==> src/design/tmt_pkg.sv <==
// ----------------------------------------------------------------------------
// tmt_pkg
// Shared types, codes and byte classification for the markup tokenizer.
// ----------------------------------------------------------------------------
package tmt_pkg;

  // width of the position fields carried on the ports
  localparam int FieldWidth = 24;
  localparam int KindWidth = 5;
  localparam int CfgIndexWidth = 2;

  // configuration register indexes
  localparam logic [CfgIndexWidth-1:0] RegFirstLine = 2'd0;
  localparam logic [CfgIndexWidth-1:0] RegFirstColumn = 2'd1;

  // token kinds
  localparam logic [KindWidth-1:0] KindNewline = 5'd0;
  localparam logic [KindWidth-1:0] KindSpace = 5'd1;
  localparam logic [KindWidth-1:0] KindEof = 5'd2;
  localparam logic [KindWidth-1:0] KindLBrace = 5'd3;
  localparam logic [KindWidth-1:0] KindRBrace = 5'd4;
  localparam logic [KindWidth-1:0] KindLBracket = 5'd5;
  localparam logic [KindWidth-1:0] KindRBracket = 5'd6;
  localparam logic [KindWidth-1:0] KindLParen = 5'd7;
  localparam logic [KindWidth-1:0] KindRParen = 5'd8;
  localparam logic [KindWidth-1:0] KindDollar = 5'd9;
  localparam logic [KindWidth-1:0] KindAmp = 5'd10;
  localparam logic [KindWidth-1:0] KindUnderscore = 5'd11;
  localparam logic [KindWidth-1:0] KindCaret = 5'd12;
  localparam logic [KindWidth-1:0] KindTilde = 5'd13;
  localparam logic [KindWidth-1:0] KindPercent = 5'd14;
  localparam logic [KindWidth-1:0] KindRowBreak = 5'd15;
  localparam logic [KindWidth-1:0] KindCommand = 5'd16;
  localparam logic [KindWidth-1:0] KindIdent = 5'd17;
  localparam logic [KindWidth-1:0] KindProse = 5'd18;
  // returned by single_kind for bytes that are no one-byte markup token
  localparam logic [KindWidth-1:0] NotSingle = 5'd0;

  // special bytes
  localparam logic [7:0] CharTab = 8'h09;
  localparam logic [7:0] CharLf = 8'h0A;
  localparam logic [7:0] CharVt = 8'h0B;
  localparam logic [7:0] CharFf = 8'h0C;
  localparam logic [7:0] CharCr = 8'h0D;
  localparam logic [7:0] CharSpace = 8'h20;
  localparam logic [7:0] CharBackslash = 8'h5C;

  // result queue depth
  localparam int QueueDepth = 4;

  // one result item
  typedef struct packed {
    logic [KindWidth-1:0]  kind;
    logic [FieldWidth-1:0] offset;
    logic [FieldWidth-1:0] length;
    logic [FieldWidth-1:0] line;
    logic [FieldWidth-1:0] column;
    logic                  last;
  } tmt_token_t;

  // results of one step, handed to the queue
  typedef struct packed {
    logic [1:0] count;
    tmt_token_t first;
    tmt_token_t second;
  } tmt_push_t;

  function automatic logic is_letter(input logic [7:0] b);
    is_letter = (b >= "A" && b <= "Z") || (b >= "a" && b <= "z");
  endfunction

  function automatic logic is_operator(input logic [7:0] b);
    is_operator = (b == "+") || (b == "-") || (b == "*") || (b == "/") ||
                  (b == "=") || (b == ",") || (b >= "0" && b <= "9");
  endfunction

  function automatic logic is_blank(input logic [7:0] b);
    is_blank = (b == CharSpace) || (b >= CharTab && b <= CharCr);
  endfunction

  function automatic logic [KindWidth-1:0] single_kind(input logic [7:0] b);
    case (b)
      "{": single_kind = KindLBrace;
      "}": single_kind = KindRBrace;
      "[": single_kind = KindLBracket;
      "]": single_kind = KindRBracket;
      "(": single_kind = KindLParen;
      ")": single_kind = KindRParen;
      "$": single_kind = KindDollar;
      "&": single_kind = KindAmp;
      "_": single_kind = KindUnderscore;
      "^": single_kind = KindCaret;
      "~": single_kind = KindTilde;
      "%": single_kind = KindPercent;
      default: single_kind = NotSingle;
    endcase
  endfunction

  function automatic logic is_prose(input logic [7:0] b);
    is_prose = !is_blank(b) && (single_kind(b) == NotSingle) &&
               (b != CharBackslash) && !is_operator(b);
  endfunction

endpackage

==> src/design/tmt_byte_if.sv <==
// ----------------------------------------------------------------------------
// tmt_byte_if
// Source byte channel: valid/ready handshake with mode and data byte.
// ----------------------------------------------------------------------------
interface tmt_byte_if;
  logic       valid;
  logic       ready;
  logic       mode;
  logic [7:0] data_byte;

  modport source (output valid, output mode, output data_byte, input ready);
  modport sink (input valid, input mode, input data_byte, output ready);
endinterface

==> src/design/tmt_token_if.sv <==
// ----------------------------------------------------------------------------
// tmt_token_if
// Token channel: valid/ready handshake with one token per item.
// ----------------------------------------------------------------------------
interface tmt_token_if;
  logic                           valid;
  logic                           ready;
  logic [tmt_pkg::KindWidth-1:0]  token_kind;
  logic [tmt_pkg::FieldWidth-1:0] token_offset;
  logic [tmt_pkg::FieldWidth-1:0] token_length;
  logic [tmt_pkg::FieldWidth-1:0] token_line;
  logic [tmt_pkg::FieldWidth-1:0] token_column;
  logic                           last_of_run;

  modport source (output valid, output token_kind, output token_offset,
                  output token_length, output token_line, output token_column,
                  output last_of_run, input ready);
  modport sink (input valid, input token_kind, input token_offset,
                input token_length, input token_line, input token_column,
                input last_of_run, output ready);
endinterface

==> src/design/tmt_core.sv <==
// ----------------------------------------------------------------------------
// tmt_core
// Lexer state and one-step token logic: classifies the held byte, closes
// the pending token if the byte cannot extend it, and opens or emits anew.
// ----------------------------------------------------------------------------
module tmt_core #(
  parameter int PositionWidth = 24
) (
  input  logic                                clk,
  input  logic                                rst,
  input  logic                                step,
  input  logic                                mode,
  input  logic [7:0]                          data_byte,
  input  logic                                cfg_write,
  input  logic [tmt_pkg::CfgIndexWidth-1:0]   cfg_index,
  input  logic [tmt_pkg::FieldWidth-1:0]      cfg_data,
  output tmt_pkg::tmt_push_t                  push
);

  localparam int PW = PositionWidth;
  localparam int FW = tmt_pkg::FieldWidth;
  localparam int CW = 33;
  localparam logic [PW-1:0] PosMax = '1;

  typedef enum logic [2:0] {PNone, PCr, PWs, PBs, PCmd, PProse} pend_t;

  pend_t         pcls, pcls_next;
  logic [PW-1:0] token_start, start_next;
  logic [PW-1:0] byte_offset, offset_next;
  logic [PW-1:0] cur_line, line_next;
  logic [PW-1:0] cur_column, column_next;
  logic [PW-1:0] pend_line, pend_line_next;
  logic [PW-1:0] pend_column, pend_column_next;
  logic [FW-1:0] first_line;
  logic [FW-1:0] first_column;

  logic                      flush_v, fresh_v, done;
  tmt_pkg::tmt_token_t       flush_tok, fresh_tok, tok0, tok1;
  logic [1:0]                n_tok;
  logic [PW-1:0]             run_len;
  logic [tmt_pkg::KindWidth-1:0] skind;
  logic                      fresh_src;

  function automatic logic [PW-1:0] inc_sat(input logic [PW-1:0] v);
    inc_sat = (v == PosMax) ? PosMax : v + 1'b1;
  endfunction

  function automatic logic [PW-1:0] clamp_pos(input logic [FW-1:0] v);
    clamp_pos = (CW'(v) > CW'(PosMax)) ? PosMax : PW'(v);
  endfunction

  function automatic tmt_pkg::tmt_token_t make_tok(
    input logic [tmt_pkg::KindWidth-1:0] k, input logic [PW-1:0] off,
    input logic [PW-1:0] len, input logic [PW-1:0] ln, input logic [PW-1:0] col);
    tmt_pkg::tmt_token_t t;
    t.kind = k;
    t.offset = FW'(off);
    t.length = FW'(len);
    t.line = FW'(ln);
    t.column = FW'(col);
    t.last = 1'b0;
    make_tok = t;
  endfunction

  assign run_len = byte_offset - token_start;
  assign skind = tmt_pkg::single_kind(data_byte);
  assign fresh_src = (byte_offset == '0) && (pcls == PNone);

  // extend or close the pending token, then handle a byte it did not take from a clean slate
  always_comb begin
    flush_v = 1'b0;
    flush_tok = '0;
    fresh_v = 1'b0;
    fresh_tok = '0;
    done = 1'b0;
    pcls_next = pcls;
    start_next = token_start;
    offset_next = byte_offset;
    line_next = cur_line;
    column_next = cur_column;
    pend_line_next = pend_line;
    pend_column_next = pend_column;
    if (mode) begin
      // end of source: flush, report eof, rearm for a new source
      case (pcls)
        PCr: begin
          flush_v = 1'b1;
          flush_tok = make_tok(tmt_pkg::KindNewline, token_start, PW'(1), pend_line,
                               pend_column);
        end
        PBs: begin
          flush_v = 1'b1;
          flush_tok = make_tok(tmt_pkg::KindCommand, token_start, PW'(1), pend_line,
                               pend_column);
        end
        PWs: begin
          flush_v = 1'b1;
          flush_tok = make_tok(tmt_pkg::KindSpace, token_start, run_len, pend_line,
                               pend_column);
        end
        PCmd: begin
          flush_v = 1'b1;
          flush_tok = make_tok(tmt_pkg::KindCommand, token_start, run_len, pend_line,
                               pend_column);
        end
        PProse: begin
          flush_v = 1'b1;
          flush_tok = make_tok(tmt_pkg::KindProse, token_start, run_len, pend_line,
                               pend_column);
        end
        default: ;
      endcase
      fresh_v = 1'b1;
      fresh_tok = make_tok(tmt_pkg::KindEof, byte_offset, PW'(0), cur_line, cur_column);
      pcls_next = PNone;
      start_next = '0;
      offset_next = '0;
      line_next = clamp_pos(first_line);
      column_next = clamp_pos(first_column);
      pend_line_next = '0;
      pend_column_next = '0;
    end else begin
      // try to extend the pending token
      case (pcls)
        PCr: begin
          flush_v = 1'b1;
          pcls_next = PNone;
          if (data_byte == tmt_pkg::CharLf) begin
            flush_tok = make_tok(tmt_pkg::KindNewline, token_start, PW'(2), pend_line,
                                 pend_column);
            offset_next = inc_sat(byte_offset);
            done = 1'b1;
          end else begin
            flush_tok = make_tok(tmt_pkg::KindNewline, token_start, PW'(1), pend_line,
                                 pend_column);
          end
        end
        PBs: begin
          if (tmt_pkg::is_letter(data_byte)) begin
            pcls_next = PCmd;
          end else begin
            flush_v = 1'b1;
            pcls_next = PNone;
            flush_tok = make_tok((data_byte == tmt_pkg::CharBackslash) ?
                                 tmt_pkg::KindRowBreak : tmt_pkg::KindCommand,
                                 token_start, PW'(2), pend_line, pend_column);
          end
          offset_next = inc_sat(byte_offset);
          column_next = inc_sat(cur_column);
          done = 1'b1;
        end
        PWs: begin
          if (data_byte == tmt_pkg::CharSpace || data_byte == tmt_pkg::CharTab) begin
            offset_next = inc_sat(byte_offset);
            column_next = inc_sat(cur_column);
            done = 1'b1;
          end else begin
            flush_v = 1'b1;
            pcls_next = PNone;
            flush_tok = make_tok(tmt_pkg::KindSpace, token_start, run_len, pend_line,
                                 pend_column);
          end
        end
        PCmd: begin
          if (tmt_pkg::is_letter(data_byte)) begin
            offset_next = inc_sat(byte_offset);
            column_next = inc_sat(cur_column);
            done = 1'b1;
          end else begin
            flush_v = 1'b1;
            pcls_next = PNone;
            flush_tok = make_tok(tmt_pkg::KindCommand, token_start, run_len, pend_line,
                                 pend_column);
          end
        end
        PProse: begin
          if (tmt_pkg::is_prose(data_byte)) begin
            offset_next = inc_sat(byte_offset);
            column_next = inc_sat(cur_column);
            done = 1'b1;
          end else begin
            flush_v = 1'b1;
            pcls_next = PNone;
            flush_tok = make_tok(tmt_pkg::KindProse, token_start, run_len, pend_line,
                                 pend_column);
          end
        end
        default: pcls_next = PNone;
      endcase

      // byte with nothing pending; the flush leaves offset, line and column alone
      if (!done) begin
        if (data_byte == tmt_pkg::CharLf) begin
          fresh_v = 1'b1;
          fresh_tok = make_tok(tmt_pkg::KindNewline, byte_offset, PW'(1), cur_line,
                               cur_column);
          offset_next = inc_sat(byte_offset);
          line_next = inc_sat(cur_line);
          column_next = PW'(1);
        end else if (data_byte == tmt_pkg::CharCr) begin
          pcls_next = PCr;
          start_next = byte_offset;
          pend_line_next = cur_line;
          pend_column_next = cur_column;
          offset_next = inc_sat(byte_offset);
          line_next = inc_sat(cur_line);
          column_next = PW'(1);
        end else if (data_byte == tmt_pkg::CharSpace || data_byte == tmt_pkg::CharTab) begin
          pcls_next = PWs;
          start_next = byte_offset;
          pend_line_next = cur_line;
          pend_column_next = cur_column;
          offset_next = inc_sat(byte_offset);
          column_next = inc_sat(cur_column);
        end else if (data_byte == tmt_pkg::CharVt || data_byte == tmt_pkg::CharFf) begin
          offset_next = inc_sat(byte_offset);
          column_next = inc_sat(cur_column);
        end else if (skind != tmt_pkg::NotSingle) begin
          fresh_v = 1'b1;
          fresh_tok = make_tok(skind, byte_offset, PW'(1), cur_line, cur_column);
          offset_next = inc_sat(byte_offset);
          column_next = inc_sat(cur_column);
        end else if (data_byte == tmt_pkg::CharBackslash) begin
          pcls_next = PBs;
          start_next = byte_offset;
          pend_line_next = cur_line;
          pend_column_next = cur_column;
          offset_next = inc_sat(byte_offset);
          column_next = inc_sat(cur_column);
        end else if (tmt_pkg::is_operator(data_byte)) begin
          fresh_v = 1'b1;
          fresh_tok = make_tok(tmt_pkg::KindIdent, byte_offset, PW'(1), cur_line,
                               cur_column);
          offset_next = inc_sat(byte_offset);
          column_next = inc_sat(cur_column);
        end else begin
          pcls_next = PProse;
          start_next = byte_offset;
          pend_line_next = cur_line;
          pend_column_next = cur_column;
          offset_next = inc_sat(byte_offset);
          column_next = inc_sat(cur_column);
        end
      end
    end
  end

  // order the results and mark the final one
  always_comb begin
    tok0 = flush_v ? flush_tok : fresh_tok;
    tok1 = fresh_tok;
    if (flush_v) begin
      n_tok = fresh_v ? 2'd2 : 2'd1;
      tok0.last = !fresh_v;
      tok1.last = 1'b1;
    end else begin
      n_tok = {1'b0, fresh_v};
      tok0.last = 1'b1;
      tok1.last = 1'b0;
    end
    push.count = step ? n_tok : 2'd0;
    push.first = tok0;
    push.second = tok1;
  end

  // state and configuration registers
  always_ff @(posedge clk) begin
    if (rst) begin
      first_line <= FW'(1);
      first_column <= FW'(1);
      pcls <= PNone;
      token_start <= '0;
      byte_offset <= '0;
      cur_line <= PW'(1);
      cur_column <= PW'(1);
      pend_line <= '0;
      pend_column <= '0;
    end else begin
      if (step) begin
        pcls <= pcls_next;
        token_start <= start_next;
        byte_offset <= offset_next;
        cur_line <= line_next;
        cur_column <= column_next;
        pend_line <= pend_line_next;
        pend_column <= pend_column_next;
      end else if (cfg_write) begin
        // a fresh source picks up the new start position at once
        if (cfg_index == tmt_pkg::RegFirstLine && fresh_src) begin
          cur_line <= clamp_pos(cfg_data);
        end
        if (cfg_index == tmt_pkg::RegFirstColumn && fresh_src) begin
          cur_column <= clamp_pos(cfg_data);
        end
      end
      if (cfg_write && cfg_index == tmt_pkg::RegFirstLine) begin
        first_line <= cfg_data;
      end
      if (cfg_write && cfg_index == tmt_pkg::RegFirstColumn) begin
        first_column <= cfg_data;
      end
    end
  end

  // end of source always ends in an eof token
  a_eof_last: assert property (@(posedge clk) disable iff (rst)
    (step && mode) |->
      ((push.count == 2'd1 && push.first.kind == tmt_pkg::KindEof) ||
       (push.count == 2'd2 && push.second.kind == tmt_pkg::KindEof)))
    else $error("end of source without eof token");

  // offset only grows within a source
  a_offset_grows: assert property (@(posedge clk) disable iff (rst)
    (step && !mode) |=> (byte_offset >= $past(byte_offset)))
    else $error("byte offset went backwards");

  // a new source starts with nothing pending at offset zero
  a_rearm: assert property (@(posedge clk) disable iff (rst)
    (step && mode) |=> (byte_offset == '0 && pcls == PNone))
    else $error("source not rearmed after end marker");

endmodule

==> src/design/tmt_result_queue.sv <==
// ----------------------------------------------------------------------------
// tmt_result_queue
// Small token queue: takes up to two tokens a cycle, hands out one per item.
// ----------------------------------------------------------------------------
module tmt_result_queue (
  input  logic                clk,
  input  logic                rst,
  input  tmt_pkg::tmt_push_t  push,
  output logic                room,
  tmt_token_if.source         tokens
);

  localparam int Depth = tmt_pkg::QueueDepth;
  localparam int PtrW = $clog2(Depth);
  localparam int CntW = $clog2(Depth + 1);

  tmt_pkg::tmt_token_t entries [Depth];
  logic [PtrW-1:0] head, tail;
  logic [CntW-1:0] count;
  logic            pop;

  assign pop = tokens.valid && tokens.ready;
  // room for the worst case of one step
  assign room = (count <= CntW'(Depth - 2));

  // output head
  assign tokens.valid = (count != '0);
  assign tokens.token_kind = entries[head].kind;
  assign tokens.token_offset = entries[head].offset;
  assign tokens.token_length = entries[head].length;
  assign tokens.token_line = entries[head].line;
  assign tokens.token_column = entries[head].column;
  assign tokens.last_of_run = entries[head].last;

  // token storage
  always_ff @(posedge clk) begin
    if (push.count != 2'd0) begin
      entries[tail] <= push.first;
    end
    if (push.count == 2'd2) begin
      entries[tail + 1'b1] <= push.second;
    end
  end

  // pointers and fill level
  always_ff @(posedge clk) begin
    if (rst) begin
      head <= '0;
      tail <= '0;
      count <= '0;
    end else begin
      tail <= tail + PtrW'(push.count);
      if (pop) begin
        head <= head + 1'b1;
      end
      count <= count + CntW'(push.count) - CntW'(pop);
    end
  end

  a_no_overflow: assert property (@(posedge clk) disable iff (rst)
    (push.count != 2'd0) |-> (count <= CntW'(Depth - 2)))
    else $error("tokens pushed without room");

  a_level: assert property (@(posedge clk) disable iff (rst)
    count <= CntW'(Depth))
    else $error("queue level out of range");

endmodule

==> src/design/tex_markup_tokenizer.sv <==
// ----------------------------------------------------------------------------
// tex_markup_tokenizer
// Streaming lexer for TeX-like markup with position-tracked tokens.
// ----------------------------------------------------------------------------
// One source byte (or the end marker) is taken per clock cycle while the
// input register can accept it. Each item lands in that register, is
// classified and merged with the pending token, and its zero, one or two
// tokens are written into a four-entry result queue that offers them.
// Input is accepted whenever the input register is empty or is being
// drained, and draining needs room for two tokens in the queue, so the
// sustained rate is one item per cycle as long as items give one token or
// fewer on average and the sink takes one token per cycle. The end marker
// flushes the pending token, emits end-of-file and rearms offset, line and
// column from first_line and first_column (index 0 and 1 on the write
// port); write these only while the block is idle.
module tex_markup_tokenizer #(
  parameter int POSITION_WIDTH = 24
) (
  input  logic                              clk,
  input  logic                              rst,
  input  logic                              cfg_write,
  input  logic [tmt_pkg::CfgIndexWidth-1:0] cfg_index,
  input  logic [tmt_pkg::FieldWidth-1:0]    cfg_data,
  tmt_byte_if.sink                          bytes,
  tmt_token_if.source                       tokens
);

  logic               held_valid;
  logic               held_mode;
  logic [7:0]         held_byte;
  logic               room;
  logic               step;
  tmt_pkg::tmt_push_t push;

  assign step = held_valid && room;
  assign bytes.ready = !held_valid || step;

  // input register
  always_ff @(posedge clk) begin
    if (rst) begin
      held_valid <= 1'b0;
    end else if (bytes.valid && bytes.ready) begin
      held_valid <= 1'b1;
    end else if (step) begin
      held_valid <= 1'b0;
    end
  end

  always_ff @(posedge clk) begin
    if (bytes.valid && bytes.ready) begin
      held_mode <= bytes.mode;
      held_byte <= bytes.data_byte;
    end
  end

  tmt_core #(
    .PositionWidth(POSITION_WIDTH)
  ) u_core (
    .clk       (clk),
    .rst       (rst),
    .step      (step),
    .mode      (held_mode),
    .data_byte (held_byte),
    .cfg_write (cfg_write),
    .cfg_index (cfg_index),
    .cfg_data  (cfg_data),
    .push      (push)
  );

  tmt_result_queue u_queue (
    .clk    (clk),
    .rst    (rst),
    .push   (push),
    .room   (room),
    .tokens (tokens)
  );

  a_accept_holds: assert property (@(posedge clk) disable iff (rst)
    (bytes.valid && bytes.ready) |=> held_valid)
    else $error("accepted item not held");

endmodule
==> src/flat_wrapper.sv <==
// flat-port wrapper written by rule: the top's interface ports become plain ports
module tex_markup_tokenizer_flat 
#(
  parameter int POSITION_WIDTH = 24
)
  (clk, rst, cfg_write, cfg_index, cfg_data, bytes_valid, bytes_mode, bytes_data_byte, bytes_ready, tokens_valid, tokens_token_kind, tokens_token_offset, tokens_token_length, tokens_token_line, tokens_token_column, tokens_last_of_run, tokens_ready);
  tmt_byte_if bytes_i ();
  tmt_token_if tokens_i ();
  input  logic clk;
  input  logic rst;
  input  logic cfg_write;
  input  logic [tmt_pkg::CfgIndexWidth-1:0] cfg_index;
  input  logic [tmt_pkg::FieldWidth-1:0] cfg_data;
  input wire logic [$bits(bytes_i.valid)-1:0] bytes_valid;
  input wire logic [$bits(bytes_i.mode)-1:0] bytes_mode;
  input wire logic [$bits(bytes_i.data_byte)-1:0] bytes_data_byte;
  output wire logic [$bits(bytes_i.ready)-1:0] bytes_ready;
  output wire logic [$bits(tokens_i.valid)-1:0] tokens_valid;
  output wire logic [$bits(tokens_i.token_kind)-1:0] tokens_token_kind;
  output wire logic [$bits(tokens_i.token_offset)-1:0] tokens_token_offset;
  output wire logic [$bits(tokens_i.token_length)-1:0] tokens_token_length;
  output wire logic [$bits(tokens_i.token_line)-1:0] tokens_token_line;
  output wire logic [$bits(tokens_i.token_column)-1:0] tokens_token_column;
  output wire logic [$bits(tokens_i.last_of_run)-1:0] tokens_last_of_run;
  input wire logic [$bits(tokens_i.ready)-1:0] tokens_ready;
  assign bytes_i.valid = bytes_valid;
  assign bytes_i.mode = bytes_mode;
  assign bytes_i.data_byte = bytes_data_byte;
  assign bytes_ready = bytes_i.ready;
  assign tokens_valid = tokens_i.valid;
  assign tokens_token_kind = tokens_i.token_kind;
  assign tokens_token_offset = tokens_i.token_offset;
  assign tokens_token_length = tokens_i.token_length;
  assign tokens_token_line = tokens_i.token_line;
  assign tokens_token_column = tokens_i.token_column;
  assign tokens_last_of_run = tokens_i.last_of_run;
  assign tokens_i.ready = tokens_ready;
  tex_markup_tokenizer #(.POSITION_WIDTH(POSITION_WIDTH)) u_core (.clk(clk), .rst(rst), .cfg_write(cfg_write), .cfg_index(cfg_index), .cfg_data(cfg_data), .bytes(bytes_i), .tokens(tokens_i));
endmodule
==> config.mk <==
export PLATFORM = sky130hd
export DESIGN_NAME = tex_markup_tokenizer_flat
export DESIGN_NICKNAME = d
export VERILOG_FILES = /design/src/design/tmt_pkg.sv /design/src/design/tmt_byte_if.sv /design/src/design/tmt_token_if.sv /design/src/design/tmt_core.sv /design/src/design/tmt_result_queue.sv /design/src/design/tex_markup_tokenizer.sv /design/src/flat_wrapper.sv
export SDC_FILE = /design/constraint.sdc
export NUM_CORES = 1
export LEC_CHECK = 0
export BUFFER_PORTS_ARGS = -buffer_cell sky130_fd_sc_hd__clkbuf_2
export CAP_MARGIN = 20
export CORE_MARGIN = 4
export CORE_UTILIZATION = 45
export DETAILED_ROUTE_END_ITERATION = 7
export PLACE_DENSITY = 0.57
export SYNTH_ARGS = -nofsm -noshare
export SYNTH_HDL_FRONTEND = slang
export SYNTH_SLANG_ARGS = --single-unit
==> constraint.sdc <==
create_clock -name clk -period 11.9 [get_ports clk]
set_input_delay 1.19 -clock clk [delete_from_list [all_inputs] [get_ports clk]]
set_output_delay 1.19 -clock clk [all_outputs]
set_load 0.02 [all_outputs]
## Word level (Yosys, flattened, before mapping)

Memories as Yosys holds them, arrays and structs flattened. A register that Yosys moved wholly into a read port is not among the register bits.
Cells that the tools add are included.

| storage, ports and cells | value |
|---|---|
| output and inout bits | 104 |
| input bits | 40 |
| register bits after elaboration | 212 |
| memories | 1 |
| memory bits (writable) | 408 |

| cells by class | value |
|---|---|
| reductions and logical operators | 47 |
| order comparisons | 9 |
| mux-type cells | 125 |
| add/sub/neg operators | 9 |
| eq/ne operators | 52 |

Memory list:

| name | words | bits a word | read ports | clocked after memory_dff | write ports | RTL line | RTL |
|---|---|---|---|---|---|---|---|
| u_core.u_queue.entries | 4 | 102 | 1 | 1 | 2 | tmt_result_queue.sv:17 | `tmt_pkg::tmt_token_t entries [Depth];` |

Operators with widths:

| kind | count |
|---|---|
| 102-bit 2-to-1 mux | 14 |
| 24-bit 2-to-1 mux | 53 |
| 102-bit case mux with 5 select lines | 2 |
| 24-bit case mux with 5 select lines | 1 |
| 98-bit 2-to-1 mux | 1 |
| 8-bit by 6-bit equality test with 1-bit output (second input constant) | 12 |
| 24-bit case mux with 4 select lines | 1 |
| 24-bit by 1-bit adder with 24-bit output (second input constant) | 3 |
| 24-bit equality test (second input constant) | 3 |
| 8-bit by 7-bit equality test with 1-bit output (second input constant) | 8 |
| 51-bit 2-to-1 mux | 1 |
| 4-bit case mux with 12 select lines | 1 |
| 8-bit by 4-bit equality test with 1-bit output (second input constant) | 5 |
| 3-bit 2-to-1 mux | 13 |
| 1-bit 2-to-1 mux | 27 |
| 24-bit zero test | 1 |
| 4-bit by 3-bit != test with 1-bit output (second input constant) | 6 |
| 24-bit subtractor | 1 |
| 5-bit by 4-bit != test with 1-bit output (second input constant) | 4 |
| 6-bit AND reduction | 3 |
| 8-bit by 7-bit >= comparator with 1-bit output (second input constant) | 2 |
| 8-bit by 7-bit <= comparator with 1-bit output (second input constant) | 2 |
| 1-bit logical AND | 15 |
| 5-bit 2-to-1 mux | 3 |
| 35 further kinds | 60 |

## Logic depth before layout (Yosys ltp)

Gate-level depths: netlist of the first run.

| logic depth | value |
|---|---|
| depth after elaboration | 22 |
| gate-level depth with buffers | 21 |

## Cells and area by module

Synthesis of the first run repeated with hierarchy kept, for this count alone.

| second synthesis, totals | value |
|---|---|
| cell total of the unflattened synthesis | 2656 |
| area, all modules | 32959.1 um^2 |

Modules (own cells, without submodules):

| module | cells an instance | area each (um^2) | instances |
|---|---|---|---|
| tmt_result_queue | 1034 | 20088.0 | 1 |
| tmt_core | 1607 | 12538.3 | 1 |
| tex_markup_tokenizer | 15 | 332.8 | 1 |

## Worst setup path before layout of the first run

OpenSTA, ideal clock, no wires.

| timing path | value |
|---|---|
| path type | reg2reg |
| start point | reg u_core.held_byte[4] |
| end point | mem u_core.u_queue.entries[1][88] (netlist name) (data pin) |
| path buffers | 6 |
| cell stages (with the launch flop) | 20 |
| setup time | 0.153 ns |
| path slack | 5.619 ns |
| arrival | 6.128 ns |
| clock period less this slack | 6.281 ns |
| path through | edfxtp_1 -> or2_1 -> buf_2 -> or3_1 -> o211ai_2 -> nor4_4 -> a21oi_2 -> a21o_1 -> buf_2 -> clkbuf_1 -> ha_1 -> clkbuf_1 -> mux2_2 -> nand2_1 -> or2_2 -> clkbuf_1 -> inv_1 -> o21ai_0 -> clkbuf_1 -> o22ai_1 |

RTL lines:

| what | RTL line | RTL |
|---|---|---|
| from (decl) | tex_markup_tokenizer.sv:30 | `logic [7:0] held_byte;` |
| from (signal assigned) | tex_markup_tokenizer.sv:52 | `held_byte <= bytes.data_byte;` |
| to (decl) | tmt_result_queue.sv:17 |  |

==> results of run 1 <==
layer usage:
metal	GRT usage	vias to the layer above	wire [um]
li1	-	11074	-
met4	0.0826	0	2910
met1	0.365	12579	42300
met3	0.0352	158	6820
met5	0	-	0
met2	0.451	1086	49100
area by class of cell:
type | count | area (sq um) | area share
clock inverters | 24 | 328 | 0.00961
well taps | 873 | 1090 | 0.0320
flip-flops and latches | 622 | 15700 | 0.461
multi-input cells | 1893 | 13700 | 0.402
repair buffers | 184 | 1040 | 0.0306
inverters | 52 | 205 | 0.00601
clock buffers | 105 | 2010 | 0.0588
logic make-up after synthesis:
kind of cell               count (synthesis)
adders and majority gates                 37
xor gates and xnor gates                  56
muxes                                    107
AOI/OAI and AO/OA                        935
DFF                                      622
and+or+nand+nor                          758
buffers and inverters                    362
synthesized netlist by cell type (16+ instances only):
master | instances | area (sq um)
nor3_1 | 25 | 125
xnor2_1 | 35 | 307
edfxtp_1 | 325 | 9760
nand3_1 | 131 | 656
nand2_1 | 330 | 1240
buf_1 | 22 | 82.6
a21o_1 | 16 | 120
nor4_1 | 17 | 106
inv_1 | 52 | 195
mux4_2 | 102 | 2300
a211oi_1 | 25 | 188
o21ai_0 | 124 | 621
nor2_1 | 105 | 394
a31oi_1 | 21 | 131
a32o_1 | 228 | 2280
a22oi_1 | 22 | 165
xor2_1 | 21 | 184
o22ai_1 | 99 | 619
dfxtp_1 | 297 | 5950
and3_1 | 30 | 188
a21oi_1 | 233 | 1170
ha_1 | 35 | 438
buf_2 | 78 | 390
a22o_1 | 53 | 464
clkbuf_1 | 199 | 747
sequential cells by signal (all words and copies together), names as in the netlist, named ones only:
| register | flops |
|---|---|
| u_core.u_queue.tail | 2 |
| u_core.u_core.first_line | 24 |
| u_core.held_byte | 8 |
| u_core.u_core.cur_column | 24 |
| u_core.u_core.cur_line | 24 |
| u_core.u_core.pend_column | 24 |
| u_core.u_core.pcls | 3 |
| u_core.u_core.byte_offset | 24 |
| u_core.u_queue.count | 3 |
| u_core.held_mode | 1 |
| u_core.u_core.pend_line | 24 |
| u_core.u_core.first_column | 24 |
| u_core.u_queue.head | 2 |
| u_core.held_valid | 1 |
| u_core.u_core.token_start | 24 |
| u_core.u_queue.entries | 408 |
power by group through the flow:
| stage | Sequential (mW) | Combinational (mW) | Clock (mW) |
|---|---|---|---|
| 3_5_place_dp | 2.53 | 1.15 | 0 |
| 4_1_cts | 2.48 | 1.15 | 2.25 |
| 5_1_grt | 2.49 | 1.23 | 2.34 |
| 2_1_floorplan | 2.41 | 0.851 | 0 |
| 3_3_place_gp | 2.52 | 1.15 | 0 |
| 6_report | 2.48 | 1.15 | 2.22 |
worst min path at each step:
stage / cells past startpoint / slack [ps] / end / start
floorplan: 2 / 420 / u_core.u_queue.entries[2][50] / u_core.u_queue.entries[2][50]
finish: 2 / 450 / u_core.u_core.first_line[16] / u_core.u_core.first_line[16]
global route: 2 / 470 / u_core.u_core.first_line[6] / u_core.u_core.first_line[6]
CTS: 2 / 450 / u_core.u_core.first_line[2] / u_core.u_core.first_line[2]
detailed placement: 2 / 440 / u_core.u_queue.entries[3][53] / u_core.u_queue.entries[3][53]
global placement: 2 / 430 / u_core.u_queue.entries[1][56] / u_core.u_queue.entries[1][56]
critical path, stage by stage, from the launching register on:
cell,delay (ps)
dfxtp_1,660
inv_1,170
ha_1,440
o21a_1,520
a2111o_1,200
o31ai_2,140
a21oi_2,540
a21o_4,830
ha_1,460
mux2_2,320
nand3_1,90
buf_4,330
clkinv_2,660
nand2_1,1130
o22ai_1,220
through the flow:
step           instances  area [sq um]  setup slack, ps  power [mW]  utilization
6_report            3753         34100             4840        5.85        0.505
3_5_place_dp        3623         31800             5000        3.68        0.471
2_1_floorplan       2877         30900             5620        3.26            -
5_1_grt             3753         34100             4370        6.06        0.505
3_3_place_gp        3622         31800             5200        3.67        0.470
4_1_cts             3752         34100             4930        5.88        0.505
==> results.cfg, run 1 <==
[outcome]
status = complete, no violations

[sta]
hold_violations = 0
rsz0062_at_grt = no
setup_violations = 0
fin_hold_ws_ps = 449
maxSlewViolCount = 0
tns_ps = 0
worstMarginPinSlew_ps = 1130
clock_skew_ps = 27.0
max_freq_ghz = 0.142
slew-limit-headroom = 0.246
fin_crit_ps = 7060
period_share = 0.593

[logic_synthesis]
async_reset_ff_frac = 0
synthXorXnorAreaFrac = 0.0159
syn-instance-count = 2877
synth_compound_area_frac = 0.219
synth_top_family_by_area = compound AO/OA/AOI/OAI gates
synthDistinctLibCells = 86
synthAdderAreaFrac = 0.0155
synth-edff-count = 325
synth-simple-area-share = 0.116
synth-seq-cells = 622
synth_area_per_cell_sq_um = 10.7
syn-num-nets = 2954
synth_warnings = 0
synth.area.mux_share = 0.0762
synth_area_sq_um = 30900
yosysSeqAreaShare = 0.509
ys.flop_type = edfxtp_1

[floorplanning]
die_h_um = 270
start_util = 0.457
dieArea_sq_um = 72800
core-area_sq_um = 67500
fp.dieW_um = 270
rows = 95
ioPinCount = 144

[hold_path]
holdCritPathClass = register to register

[drt]
antenna_left = 0
avgRoutedWirePerCell_um = 26.9
drtIter0Drc = 3025
drt_wl_total_um = 101000
route.detailed.drc = 0
drtPass1Iterations = 5
vias = 24897
routed_via_density = 6.63

[worst_setup_path]
critPathMaxFanout = 88
crit_type = register to register
reg2reg_setup_slack_ps = 4840
r2r_start = u_core.u_core.pcls[1]
reg2reg_depth = 14
start_kind = register
timing.rr.end = u_core.u_queue.entries[3][49]
endpoint = u_core.u_queue.entries[3][49]
endpoint_kind = register
critical_path.startpoint = u_core.u_core.pcls[1]
required_ps = 12190
cp.arrival_ps = 7350

[pwr]
ir_worst_vdd_mv = 0.106
p_switching_mw = 1.82
clkPwrFrac = 0.380
intPower_mw = 4.03
p_leak_nw = 11.3
seqPwrFrac = 0.424
swShare = 0.311
combPwrFrac = 0.196
pwr_density_cell_nw_per_um2 = 171

[clocking]
ctsResizeCount = 0
cts_hold_buf = 0
post_cts_buffers = 0
clk_path_buf_depth = 3
tritoncts = done
cts_root_buf = clkbuf_16
cts_buffers = 70
clk_pin_slew_ps = 60
insertion_delay_ps = 630
ctsHtreeMaxLevel = 3
cts.sinks = 622

[placement]
hpwl_um = 60300
io_buffer_count = 143
gp_congestion = 0.909

[job]
drv_cap = 0

[global_routing]
grt-ovfl-total = 0
grt_pass1_vias = 24251
gr-usage-all-layers = 0.269
grt_max_degree = 89
grt_pass1_wl_um = 153000
antenna_found_initial = 0

[final_layout]
nets = 2900
drive_gt1_frac = 0.150
mostFrequentLayoutCells = nand2_1 (329), edfxtp_1 (325), dfxtp_1 (295)
n_fill_cell = 6085
final_common_cell = nand2_1
antenna_cells = 0
area_growth_syn_to_layout_pct = 10.6
No activity file was read; power rests on OpenSTA's default activity.
==> run 2, diff against run 1 <==
--- a/config.mk
+++ b/config.mk
@@ -10,7 +10,7 @@
 export CORE_MARGIN = 4
 export CORE_UTILIZATION = 45
 export DETAILED_ROUTE_END_ITERATION = 7
-export PLACE_DENSITY = 0.57
+export PLACE_DENSITY = 0.6
 export SYNTH_ARGS = -nofsm -noshare
 export SYNTH_HDL_FRONTEND = slang
 export SYNTH_SLANG_ARGS = --single-unit
==> constraint.sdc (replaced) <==
create_clock -name clk -period 6.2 [get_ports clk]
set_input_delay 0.62 -clock clk [delete_from_list [all_inputs] [get_ports clk]]
set_output_delay 0.62 -clock clk [all_outputs]
set_load 0.02 [all_outputs]
==> results.cfg, run 2 (synthesis gave the netlist of run 1 again) <==
[worst_setup_path]
reg2reg_setup_slack_ps = 570
r2r_start = u_core.held_byte[2]
critical_path.startpoint = u_core.held_byte[2]
critPathMaxFanout = 80
timing.rr.end = u_core.u_queue.entries[1][88]
endpoint = u_core.u_queue.entries[1][88]
endpoint_kind = register
reg2reg_depth = 14
cp.arrival_ps = 5940
crit_type = register to register
required_ps = 6510
start_kind = register

[pwr]
intPower_mw = 7.59
combPwrFrac = 0.205
p_switching_mw = 3.42
clkPwrFrac = 0.367
p_leak_nw = 11.3
p_total_mw = 11.0
swShare = 0.311
ir_worst_vdd_mv = 0.218
seqPwrFrac = 0.429
pwr_density_cell_nw_per_um2 = 322

[floorplanning]
die_h_um = 270
rows = 95
core-area_sq_um = 67500
ioPinCount = 144
fp.dieW_um = 270
start_util = 0.457
dieArea_sq_um = 72800

[sta]
maxSlewViolCount = 0
setup_violations = 0
max_freq_ghz = 0.178
clock_skew_ps = 18.1
fin_crit_ps = 5630
tns_ps = 0
period_share = 0.908
worstMarginPinSlew_ps = 1280
setup_slack_ps = 569
hold_violations = 0
slew-limit-headroom = 0.147
rsz0062_at_grt = no

[clocking]
ctsHtreeMaxLevel = 3
cts.sinks = 622
tritoncts = done
clk_path_buf_depth = 3
insertion_delay_ps = 620
cts_buffers = 71
cts_hold_buf = 0
ctsResizeCount = 0
clk_pin_slew_ps = 50
cts_root_buf = clkbuf_16
post_cts_buffers = 0

[final_layout]
mostFrequentLayoutCells = nand2_1 (329), edfxtp_1 (325), dfxtp_1 (295)
largest_reg_flops = 408
area_growth_syn_to_layout_pct = 10.8
final_common_cell = nand2_1
final_area_sq_um = 34200
nets = 2915
post-route-util = 0.506
antenna_cells = 0
n_fill_cell = 6043
largest_register = u_core.u_queue.entries
drive_gt1_frac = 0.151

[global_routing]
grt_pass1_vias = 24239
gr-usage-all-layers = 0.263
antenna_found_initial = 1
grt-ovfl-total = 0
grt_pass1_wl_um = 151000
grt_max_degree = 241

[drt]
vias = 25151
drt_wl_total_um = 99300
routed_via_density = 6.67
drtPass1Iterations = 6
antenna_left = 0
avgRoutedWirePerCell_um = 26.4
drtIter0Drc = 2980
route.detailed.drc = 0

[placement]
io_buffer_count = 143
gp_congestion = 0.872
dpl_cell_area_sq_um = 32000
hpwl_um = 59300
place_ws_ps = 615

[outcome]
status = complete, no violations

[job]
drv_cap = 0

[hold_path]
holdCritPathClass = primary input to register
-- run 2: how the worst min path moves through the flow --
stage / startpoint / end / slack [ps] / cells after the start
floorplan: u_core.u_queue.entries[2][50] / u_core.u_queue.entries[2][50] / 420 / 2
global placement: u_core.u_queue.entries[3][52] / u_core.u_queue.entries[3][52] / 430 / 2
detailed placement: u_core.u_queue.entries[3][61] / u_core.u_queue.entries[3][61] / 440 / 2
CTS: bytes_data_byte[3] / u_core.held_byte[3] / 160 / 1
global route: bytes_data_byte[0] / u_core.held_byte[0] / 170 / 1
finish: bytes_data_byte[3] / u_core.held_byte[3] / 190 / 1
-- run 2: layout make-up --
type | count | area (sq um) | area share
flip-flops and latches | 622 | 15700 | 0.460
multi-input cells | 1893 | 13700 | 0.402
clock buffers | 112 | 2060 | 0.0604
repair buffers | 198 | 1250 | 0.0366
well taps | 873 | 1090 | 0.0320
inverters | 52 | 205 | 0.00600
clock inverters | 18 | 136 | 0.00399
-- run 2: power groups by stage --
stage	Combinational [mW]	Sequential, mW	Clock, mW
2_1_floorplan	1.64	4.63	0
3_3_place_gp	2.25	4.79	0
3_5_place_dp	2.26	4.80	0
4_1_cts	2.27	4.72	4.09
5_1_grt	2.41	4.74	4.26
6_report	2.25	4.72	4.04
-- run 2: critical path, stage by stage, from the launching register on --
cell and delay [ps]:
edfxtp_1 880, nor4_1 190, a2111o_1 520, nor4_4 510, a21oi_2 270, a21o_4 290, ha_1 400, mux2_2 380
nand2_1 70, or2_2 500, clkinvlp_4 270, buf_12 300, o21ai_2 230, buf_4 350, o22ai_1 130
-- run 2: stage by stage --
stage,cells,hold WS [ps]
after floorplan,2877,420
after global placement,3635,429
after detailed placement,3637,442
after CTS,3767,165
after global routing,3768,170
final,3768,189
-- run 2: metal layers --
metal | routed length [um] | up-vias | track usage
met5 | 13 | - | 0
met4 | 2770 | 2 | 0.0788
met3 | 8180 | 183 | 0.0447
met2 | 47600 | 1248 | 0.434
met1 | 40700 | 12616 | 0.359
li1 | - | 11102 | -
